## src/rtl/dspo_pkg.sv

```systemverilog
// Package: shared constants, types and the CORDIC arctangent table.
package dspo_pkg;

	localparam int CORDIC_STEPS = 16;
	localparam int FRAC_BITS = 16;
	localparam int NSTEP = (CORDIC_STEPS > 32) ? 32 : CORDIC_STEPS;
	localparam int STEP_W = $clog2(NSTEP + 1);
	localparam int VW = 72;
	localparam int GUARD_SHIFT = 8;
	localparam logic [31:0] KQ_FULL = 32'h9B74EDA8;
	localparam logic signed [VW-1:0] KQ = VW'(KQ_FULL >> (32 - FRAC_BITS));

	localparam logic [1:0] REG_MOUNT_A_X = 2'd0;
	localparam logic [1:0] REG_MOUNT_A_Y = 2'd1;
	localparam logic [1:0] REG_MOUNT_B_X = 2'd2;
	localparam logic [1:0] REG_MOUNT_B_Y = 2'd3;

	typedef enum logic [3:0] {
		ST_IDLE, ST_ANG0_INIT, ST_ANG0_RUN, ST_ANG1_INIT, ST_ANG1_RUN,
		ST_ROT_INIT, ST_ROT_SCALE, ST_ROT_RUN, ST_ACC, ST_QUAT_INIT,
		ST_QUAT_SCALE, ST_QUAT_RUN, ST_QUAT_DONE, ST_OUT
	} state_t;

	typedef enum logic [3:0] {
		CMD_NONE, CMD_LOAD, CMD_ANG0_INIT, CMD_ANG1_INIT, CMD_ROT_INIT,
		CMD_SCALE, CMD_ANG_STEP, CMD_ANG1_STEP, CMD_ROT_STEP, CMD_ACC,
		CMD_QUAT_INIT, CMD_QUAT_DONE, CMD_PUSH
	} cmd_t;

	typedef struct packed {
		cmd_t cmd;
		logic step_clr;
	} ctl_t;

	typedef struct packed {
		logic last_step;
	} sts_t;

	function automatic logic [31:0] atan_tab(input logic [4:0] i);
		logic [31:0] r;
		begin
			unique case (i)
				5'd0: r = 32'h20000000; 5'd1: r = 32'h12E4051E;
				5'd2: r = 32'h09FB385B; 5'd3: r = 32'h051111D4;
				5'd4: r = 32'h028B0D43; 5'd5: r = 32'h0145D7E1;
				5'd6: r = 32'h00A2F61E; 5'd7: r = 32'h00517C55;
				5'd8: r = 32'h0028BE53; 5'd9: r = 32'h00145F2F;
				5'd10: r = 32'h000A2F98; 5'd11: r = 32'h000517CC;
				5'd12: r = 32'h00028BE6; 5'd13: r = 32'h000145F3;
				5'd14: r = 32'h0000A2FA; 5'd15: r = 32'h0000517D;
				5'd16: r = 32'h000028BE; 5'd17: r = 32'h0000145F;
				5'd18: r = 32'h00000A30; 5'd19: r = 32'h00000518;
				5'd20: r = 32'h0000028C; 5'd21: r = 32'h00000146;
				5'd22: r = 32'h000000A3; 5'd23: r = 32'h00000051;
				5'd24: r = 32'h00000029; 5'd25: r = 32'h00000014;
				5'd26: r = 32'h0000000A; 5'd27: r = 32'h00000005;
				5'd28: r = 32'h00000003; 5'd29: r = 32'h00000001;
				5'd30: r = 32'h00000001;
				default: r = 32'h00000000;
			endcase
			return r;
		end
	endfunction

endpackage

```

## src/rtl/dspo_ctrl.sv

```systemverilog
// Controller: sequences the CORDIC passes for one item and the result handshake.
module dspo_ctrl (
	input  logic clk,
	input  logic arst_n,
	input  logic in_fire,
	input  logic out_fire,
	input  dspo_pkg::sts_t sts,
	output dspo_pkg::ctl_t ctl,
	output logic in_ready,
	output logic out_valid
);
	dspo_pkg::state_t state_q, state_nx;
	logic out_valid_q;

	// Hold state
	always_ff @(posedge clk or negedge arst_n) begin
		if (!arst_n) begin
			state_q <= dspo_pkg::ST_IDLE;
		end else begin
			state_q <= state_nx;
		end
	end

	// Track the result register: fill on push, drop on transfer
	always_ff @(posedge clk or negedge arst_n) begin
		if (!arst_n) begin
			out_valid_q <= 1'b0;
		end else if (ctl.cmd == dspo_pkg::CMD_PUSH) begin
			out_valid_q <= 1'b1;
		end else if (out_fire) begin
			out_valid_q <= 1'b0;
		end
	end

	assign out_valid = out_valid_q;

	// Next state and commands
	always_comb begin
		state_nx = state_q;
		ctl.cmd = dspo_pkg::CMD_NONE;
		ctl.step_clr = 1'b0;
		in_ready = 1'b0;
		unique case (state_q)
			dspo_pkg::ST_IDLE: begin
				in_ready = 1'b1;
				if (in_fire) begin
					ctl.cmd = dspo_pkg::CMD_LOAD;
					state_nx = dspo_pkg::ST_ANG0_INIT;
				end
			end
			dspo_pkg::ST_ANG0_INIT: begin
				ctl.cmd = dspo_pkg::CMD_ANG0_INIT;
				ctl.step_clr = 1'b1;
				state_nx = dspo_pkg::ST_ANG0_RUN;
			end
			dspo_pkg::ST_ANG0_RUN: begin
				ctl.cmd = dspo_pkg::CMD_ANG_STEP;
				if (sts.last_step) state_nx = dspo_pkg::ST_ANG1_INIT;
			end
			dspo_pkg::ST_ANG1_INIT: begin
				ctl.cmd = dspo_pkg::CMD_ANG1_INIT;
				ctl.step_clr = 1'b1;
				state_nx = dspo_pkg::ST_ANG1_RUN;
			end
			dspo_pkg::ST_ANG1_RUN: begin
				ctl.cmd = dspo_pkg::CMD_ANG1_STEP;
				if (sts.last_step) state_nx = dspo_pkg::ST_ROT_INIT;
			end
			dspo_pkg::ST_ROT_INIT: begin
				ctl.cmd = dspo_pkg::CMD_ROT_INIT;
				state_nx = dspo_pkg::ST_ROT_SCALE;
			end
			dspo_pkg::ST_ROT_SCALE: begin
				ctl.cmd = dspo_pkg::CMD_SCALE;
				ctl.step_clr = 1'b1;
				state_nx = dspo_pkg::ST_ROT_RUN;
			end
			dspo_pkg::ST_ROT_RUN: begin
				ctl.cmd = dspo_pkg::CMD_ROT_STEP;
				if (sts.last_step) state_nx = dspo_pkg::ST_ACC;
			end
			dspo_pkg::ST_ACC: begin
				ctl.cmd = dspo_pkg::CMD_ACC;
				state_nx = dspo_pkg::ST_QUAT_INIT;
			end
			dspo_pkg::ST_QUAT_INIT: begin
				ctl.cmd = dspo_pkg::CMD_QUAT_INIT;
				state_nx = dspo_pkg::ST_QUAT_SCALE;
			end
			dspo_pkg::ST_QUAT_SCALE: begin
				ctl.cmd = dspo_pkg::CMD_SCALE;
				ctl.step_clr = 1'b1;
				state_nx = dspo_pkg::ST_QUAT_RUN;
			end
			dspo_pkg::ST_QUAT_RUN: begin
				ctl.cmd = dspo_pkg::CMD_ROT_STEP;
				if (sts.last_step) state_nx = dspo_pkg::ST_QUAT_DONE;
			end
			dspo_pkg::ST_QUAT_DONE: begin
				ctl.cmd = dspo_pkg::CMD_QUAT_DONE;
				state_nx = dspo_pkg::ST_OUT;
			end
			dspo_pkg::ST_OUT: begin
				// Push into the result register once it is free
				if (!out_valid_q || out_fire) begin
					ctl.cmd = dspo_pkg::CMD_PUSH;
					state_nx = dspo_pkg::ST_IDLE;
				end
			end
			default: state_nx = dspo_pkg::ST_IDLE;
		endcase
	end
endmodule

```

## config.mk

```make
export PLATFORM = sky130hd
export DESIGN_NAME = dspo_ctrl
export DESIGN_NICKNAME = d
export VERILOG_FILES = /design/src/rtl/dspo_pkg.sv /design/src/rtl/dspo_ctrl.sv
export SDC_FILE = /design/constraint.sdc
export NUM_CORES = 1
export LEC_CHECK = 0
export BUFFER_PORTS_ARGS = -buffer_cell sky130_fd_sc_hd__buf_2
export CAP_MARGIN = 20
export CORE_AREA = 2 2 39 41
export DETAILED_ROUTE_END_ITERATION = 10
export DIE_AREA = 0 0 41 43
export GPL_TIMING_DRIVEN = 1
export PLACE_DENSITY_LB_ADDON = 0.25
export SETUP_SLACK_MARGIN = 0.3
export SYNTH_ARGS = -nofsm -noshare
export SYNTH_HDL_FRONTEND = slang
export SYNTH_SLANG_ARGS = --single-unit
```

## constraint.sdc

```tcl
create_clock -name clk -period 2.3 [get_ports clk]
set_input_delay 0 -clock clk [delete_from_list [all_inputs] [get_ports clk]]
set_output_delay 0 -clock clk [all_outputs]
set_load 0.01 [all_outputs]
```

==> impl_metrics.json, run 1 <==
{
  "status": "finished clean",
  "critical_path_sink": "ctl[0]",
  "cellPowerDensity_nw_per_um2": 1500,
  "totalNegativeSetupSlack_ps": 0,
  "max_clock_freq_mhz": 599,
  "worst_setup_hold_path_clk_slew_ps": 40,
  "postSynthRegisterBits": 5,
  "worst_case_register_to_register_setup_slack_ps": 800,
  "critical_path.max_fanout": 20,
  "wire_per_inst_microns": 11.9,
  "clock-sinks": 5,
  "slew_headroom_pct": 59.4,
  "drc_violations": 0,
  "fraction_of_final_layout_cells_with_drive_strength_greater_than_1_pct": 26.5,
  "critical_path.startpoint_type": "register",
  "cts_resized": 0,
  "cts.htree.levels": 1,
  "antenna_found_initial": 0,
  "finalPower_mw": 0.777,
  "clock_path_buffers": 2,
  "io_buffers": 11,
  "clock_latency_ps": 240,
  "cts.repair_timing.setup_buffer_count": 0,
  "synth.avg_cell_area_sq_um": 7.60,
  "root_buffer": "sky130_fd_sc_hd__clkbuf_4",
  "die-width_microns": 41,
  "mappedNetlistArea_sq_um": 433,
  "critical_path.endpoint_type": "output pin",
  "overflow": 0,
  "final-hold-violation-count": 0,
  "unrepaired_setup_endpoints_after_global_routing": "false",
  "setup-violations-final": 0,
  "netlist-cell-type-count": 26,
  "final.setup_skew_ps": 1.99,
  "hpwlAfterDp_microns": 681,
  "drt_pre_antenna_iters": 4,
  "yosysTopAreaCellShare_pct": 28.9,
  "start_util_pct": 31.3,
  "tritoncts": "done",
  "vdd.ir_drop.worst_v": 0.000443,
  "worst_r2r_path_depth": 3,
  "max-cap-violations": 0,
  "route.antenna.remaining_nets": 0,
  "gate_count_after_technology_mapping": 57,
  "leakagePower_nw": 0.236,
  "regToRegStartpoint": "state_q[2]$_DFFE_PN0P_",
  "min_period_over_period_pct": 72.5,
  "num_antenna_cells": 0,
  "worst-slew-pin-transition_ps": 608,
  "grt_start_max_net_pins": 21,
  "final_max_slew_viol_count": 0,
  "worstSetupPathType": "register to output pin",
  "fillers": 160,
  "hp-class": "input port to register",
  "yosysSeqAreaShare_pct": 28.9,
  "timing.critical_path.required_ps": 2300,
  "dr.first_iter.drc_count": 7,
  "cts_buf_count": 3,
  "nets": 74,
  "grt_use_total_pct": 12.6,
  "floorplan.core_area_sq_um": 1380,
  "crit-reg2reg-capture": "state_q[0]$_DFFE_PN0P_",
  "floorplan.die_area_sq_um": 1760,
  "synthDominantAreaCellType": "sky130_fd_sc_hd__dfrtp_1",
  "grt_pass1_wl_mm": 1.51,
  "route.detailed.vias_per_inst": 5.20,
  "place.gp.congestion": 0.709,
  "ys_warn_count": 0,
  "synth.net_count": 62,
  "die_y_microns": 43,
  "totalWireLength_mm": 1.00,
  "arrival_time_of_data_at_the_critical_path_endpoint_ps": 1670,
  "syn_to_final_growth_pct": 19.9,
  "via_count_of_the_first_global_routing_pass": 361,
  "cp-startpoint": "state_q[2]$_DFFE_PN0P_",
  "min_period_ps": 1670,
  "design.portCount": 12,
  "dr_total_vias": 437,
  "netlist_top_cells_area": "sky130_fd_sc_hd__dfrtp_1 (29%), sky130_fd_sc_hd__o21ai_0 (8.1%), sky130_fd_sc_hd__nor2_1 (6.1%)",
  "core.rowCount": 14
}
cells in the final DEF (no fill, tap or decap), types with 2 or more instances in the layout:
cell type                  instances
sky130_fd_sc_hd__a21oi_1           2
sky130_fd_sc_hd__buf_2            11
sky130_fd_sc_hd__clkbuf_4          3
sky130_fd_sc_hd__dfrtp_1           5
sky130_fd_sc_hd__inv_1             3
sky130_fd_sc_hd__nand2_1           6
sky130_fd_sc_hd__nand3_1           3
sky130_fd_sc_hd__nor2_1            7
sky130_fd_sc_hd__o21ai_0           7
sky130_fd_sc_hd__xnor2_1           2
worst max-delay path: stages, from the launching register on:
cell and delay, ps:
sky130_fd_sc_hd__dfrtp_1 720, sky130_fd_sc_hd__xnor2_1 220, sky130_fd_sc_hd__nand2b_1 180, sky130_fd_sc_hd__o21ai_0 150
sky130_fd_sc_hd__buf_2 150
flip-flops by register name (all words and copies together) (netlist names):
name       flops
out_valid      1
state_q        4
logic make-up (layout without fill, tap and decap cells):
family	after synthesis	count (layout)	share of synthesized area, %
and+or+nand+nor	23	23	28.0
AOI/OAI and AO/OA	18	18	28.0
muxes	1	1	2.60
DFF	5	5	28.9
xor gates and xnor gates	2	2	4.05
buffers and inverters	8	19	8.38
cell type report:
type | instances | area (sq um) | area share (%)
Clock buffer | 4 | 26.3 | 5.06
Inverter | 3 | 11.3 | 2.17
Multi-Input combinational cell | 44 | 272 | 52.3
Sequential cell | 5 | 125 | 24.1
Tap cell | 16 | 20.0 | 3.86
Timing Repair Buffer | 12 | 65.1 | 12.5
synth_stat cells:
library cell and instances:
sky130_fd_sc_hd__inv_1 3, sky130_fd_sc_hd__dfrtp_1 5, sky130_fd_sc_hd__o211ai_1 1, sky130_fd_sc_hd__and2_4 1, sky130_fd_sc_hd__xnor2_1 2, sky130_fd_sc_hd__mux2_2 1, sky130_fd_sc_hd__or3b_1 1, sky130_fd_sc_hd__nand2_1 6
sky130_fd_sc_hd__nand2b_1 1, sky130_fd_sc_hd__nor4_1 1, sky130_fd_sc_hd__o22ai_1 1, sky130_fd_sc_hd__a22o_1 1, sky130_fd_sc_hd__nor3_1 1, sky130_fd_sc_hd__a32o_1 1, sky130_fd_sc_hd__a211oi_1 1, sky130_fd_sc_hd__buf_2 5
sky130_fd_sc_hd__o32ai_1 1, sky130_fd_sc_hd__o21ai_0 7, sky130_fd_sc_hd__a32oi_1 1, sky130_fd_sc_hd__a21oi_1 2, sky130_fd_sc_hd__nand2b_4 1, sky130_fd_sc_hd__nor2_1 7, sky130_fd_sc_hd__nand3_1 3, sky130_fd_sc_hd__o32a_2 1
sky130_fd_sc_hd__o21a_1 1, sky130_fd_sc_hd__nand4b_1 1
worst min path at each step:
stage / startpoint / end / slack [ps] / cells past startpoint
after detailed placement: arst_n / state_q[1]$_DFFE_PN0P_ / -180 / 1
final: out_fire / out_valid$_DFFE_PN0P_ / 60 / 3
after global routing: out_fire / out_valid$_DFFE_PN0P_ / 80 / 3
after global placement: arst_n / state_q[1]$_DFFE_PN0P_ / -180 / 1
after floorplan: arst_n / out_valid$_DFFE_PN0P_ / -300 / 0
after CTS: out_fire / out_valid$_DFFE_PN0P_ / 50 / 3
power breakdown:
group          total (mW)  internal [mW]  switching [mW]
clock               0.100         0.0655          0.0349
combinational       0.419          0.215           0.204
sequential          0.257          0.123           0.134
total               0.777          0.404           0.373
per-layer routing:
metal,track usage (%),vias up,part of all wire [%],wire length (microns)
met5,0,-,0,0
met3,3.14,2,3.0,30
met4,8.00,0,1.4,14
met1,16.8,199,51,508
met2,17.2,11,45,449
li1,-,225,-,-
per-stage QoR:
step                utilization, %  std cells  instance area, sq um  setup WS, ps  hold WS, ps
floorplan                        -         57                   433          1070         -296
CTS                           37.5         84                   519           653         52.3
global placement              34.9         79                   483           879         -182
detailed placement            34.9         79                   483           833         -181
global route                  37.5         84                   519           555         75.7
finish                        37.5         84                   519           631         56.5
repair_timing:
| item | 4_1_cts | 5_1_grt |
|---|---|---|
| hold buffers | 1 | 0 |
| endpoints found under the hold margin | 5 | 0 |
| endpoints found under the setup margin | 0 | 0 |
(Power assumes the default switching activity.)
==> run 2, diff against run 1 <==
==> constraint.sdc (replaced) <==
create_clock -name clk -period 1.6 [get_ports clk]
set_input_delay 0 -clock clk [delete_from_list [all_inputs] [get_ports clk]]
set_output_delay 0 -clock clk [all_outputs]
set_load 0.01 [all_outputs]
==> impl_metrics.json, run 2 (same netlist as run 1, synthesis figures left out) <==
{
  "die_y_microns": 43,
  "io_buffers": 11,
  "floorplan.core_area_sq_um": 1380,
  "min_period_ps": 1370,
  "power.net_switching_mw": 0.686,
  "totalNegativeSetupSlack_ps": 0,
  "min_period_over_period_pct": 85.3,
  "overflow": 0,
  "sequential_share_of_power_pct": 16.8,
  "start_util_pct": 31.3,
  "hold_path_depth": 3,
  "final_cell_count_no_fill": 98,
  "max-cap-violations": 0,
  "hpwlAfterDp_microns": 711,
  "die-width_microns": 41,
  "worst_setup_hold_path_clk_slew_ps": 40,
  "status": "finished clean",
  "vdd.ir_drop.worst_v": 0.00103,
  "fillers": 144,
  "cts.htree.levels": 1,
  "worstSetupPathType": "register to register",
  "critical_path.endpoint_type": "register",
  "mostFrequentLayoutCells": "sky130_fd_sc_hd__buf_2 (11), sky130_fd_sc_hd__buf_4 (10), sky130_fd_sc_hd__nand2_1 (6)",
  "top_register": "state_q",
  "regToRegStartpoint": "state_q[2]$_DFFE_PN0P_",
  "setup-violations-final": 0,
  "fraction_of_final_layout_cells_with_drive_strength_greater_than_1_pct": 54.9,
  "final-hold-violation-count": 0,
  "flip_flop_count_of_the_largest_register_after_layout": 4,
  "netSwitchingFraction_pct": 44.3,
  "nets": 88,
  "grt_pass1_wl_mm": 1.95,
  "leakagePower_nw": 0.320,
  "hp-start": "out_fire",
  "grt_start_max_net_pins": 11,
  "comb_power_share_pct": 73.9,
  "unrepaired_setup_endpoints_after_global_routing": "true",
  "post-route-cell-area_sq_um": 706,
  "clock_latency_ps": 240,
  "wire_per_inst_microns": 12.1,
  "clock_power_share_pct": 9.3,
  "clock-sinks": 5,
  "tritoncts": "done",
  "antenna_found_initial": 0,
  "placed_cells": 82,
  "via_count_of_the_first_global_routing_pass": 452,
  "num_antenna_cells": 0,
  "route.antenna.remaining_nets": 0,
  "worst_min_delay_path_endpoint": "out_valid$_DFFE_PN0P_",
  "core.rowCount": 14,
  "design.portCount": 12,
  "totalWireLength_mm": 1.19,
  "worst_case_register_to_register_setup_slack_ps": 230,
  "syn_to_final_growth_pct": 63.0,
  "drt_pre_antenna_iters": 3,
  "slew_headroom_pct": 85.9,
  "critical_path.max_fanout": 6,
  "arrival_time_of_data_at_the_critical_path_endpoint_ps": 1510,
  "dr.first_iter.drc_count": 5,
  "place.gp.congestion": 0.697,
  "dr_total_vias": 492,
  "route.detailed.vias_per_inst": 5.02,
  "final_max_slew_viol_count": 0,
  "cellPowerDensity_nw_per_um2": 2200,
  "floorplan.die_area_sq_um": 1760,
  "cts_buf_count": 3,
  "clock_path_buffers": 2,
  "final_common_cell": "sky130_fd_sc_hd__buf_2",
  "max_clock_freq_mhz": 732,
  "hp-class": "input port to register",
  "root_buffer": "sky130_fd_sc_hd__clkbuf_4",
  "worst-slew-pin-transition_ps": 211,
  "critical_path.startpoint_type": "register",
  "timing.critical_path.required_ps": 1750,
  "postPlaceCellArea_sq_um": 505,
  "crit-reg2reg-capture": "state_q[2]$_DFFE_PN0P_",
  "drc_violations": 0,
  "grt_use_total_pct": 16.4,
  "internal_power_mw": 0.864,
  "final.setup_skew_ps": 2.61,
  "worst_r2r_path_depth": 4
}
## run 2: changes by cell type in the layout (fill, tap and decap cells not counted), moves of 2 or more
cell,delta
sky130_fd_sc_hd__nor2_2,+2
sky130_fd_sc_hd__buf_4,+10
sky130_fd_sc_hd__dfrtp_2,+2
sky130_fd_sc_hd__dfrtp_1,-2
sky130_fd_sc_hd__nor2_1,-3
sky130_fd_sc_hd__o21ai_0,-2
sky130_fd_sc_hd__buf_6,+4
## run 2: worst max-delay path, cell delays in order, from the launching register on
cell	delay, ps
sky130_fd_sc_hd__dfrtp_2	440
sky130_fd_sc_hd__buf_6	160
sky130_fd_sc_hd__buf_6	110
sky130_fd_sc_hd__or3b_1	350
sky130_fd_sc_hd__a32oi_1	210
## run 2: metal layers
metal / up-vias / global-route usage, % / part of all wire (%)
li1: 258 / - / -
met1: 227 / 21.2 / 46
met2: 7 / 24.1 / 51
met3: 0 / 6.28 / 2.4
met4: 0 / 6.00 / 0
met5: - / 0 / 0
## run 2: worst max path at each step
stage / startpoint / end / slack (ps)
4_1_cts: state_q[2]$_DFFE_PN0P_ / ctl[3] / 260
3_5_place_dp: state_q[2]$_DFFE_PN0P_ / state_q[0]$_DFFE_PN0P_ / 170
2_1_floorplan: out_valid$_DFFE_PN0P_ / state_q[2]$_DFFE_PN0P_ / 370
3_3_place_gp: state_q[2]$_DFFE_PN0P_ / state_q[0]$_DFFE_PN0P_ / 230
5_1_grt: state_q[2]$_DFFE_PN0P_ / state_q[2]$_DFFE_PN0P_ / 200
6_report: state_q[2]$_DFFE_PN0P_ / state_q[2]$_DFFE_PN0P_ / 230
## run 2: repair_timing
item	4_1_cts	5_1_grt
gates resized for setup	10	16
hold buffers	1	0
hold endpoints to repair	5	0
setup endpoints to repair	7	8
pin swaps	4	5
buffers inserted	11	0
## run 2: power by group through the flow
stage | logic [mW] | clock network, mW | registers, mW
2_1_floorplan | 0.586 | 0 | 0.222
3_5_place_dp | 0.718 | 0 | 0.306
3_3_place_gp | 0.715 | 0 | 0.309
5_1_grt | 1.25 | 0.170 | 0.270
6_report | 1.14 | 0.145 | 0.260
4_1_cts | 1.00 | 0.150 | 0.256
## run 2: layout make-up
| type | instances | area (sq um) | share of cell area, % |
|---|---|---|---|
| Tap cell | 16 | 20.0 | 2.84 |
| Multi-Input combinational cell | 44 | 333 | 47.2 |
| Sequential cell | 5 | 128 | 18.1 |
| Inverter | 3 | 13.8 | 1.95 |
| Clock buffer | 4 | 26.3 | 3.72 |
| Timing Repair Buffer | 26 | 185 | 26.2 |
## run 2: per-stage QoR
stage / hold slack (ps) / util (%) / setup WS (ps) / power (mW)
finish: 63.8 / 51.0 / 235 / 1.55
global route: 57.3 / 51.0 / 205 / 1.69
CTS: 53.4 / 46.7 / 261 / 1.41
detailed placement: -182 / 36.5 / 165 / 1.02
global placement: -183 / 36.5 / 232 / 1.02
floorplan: -296 / - / 375 / 0.808
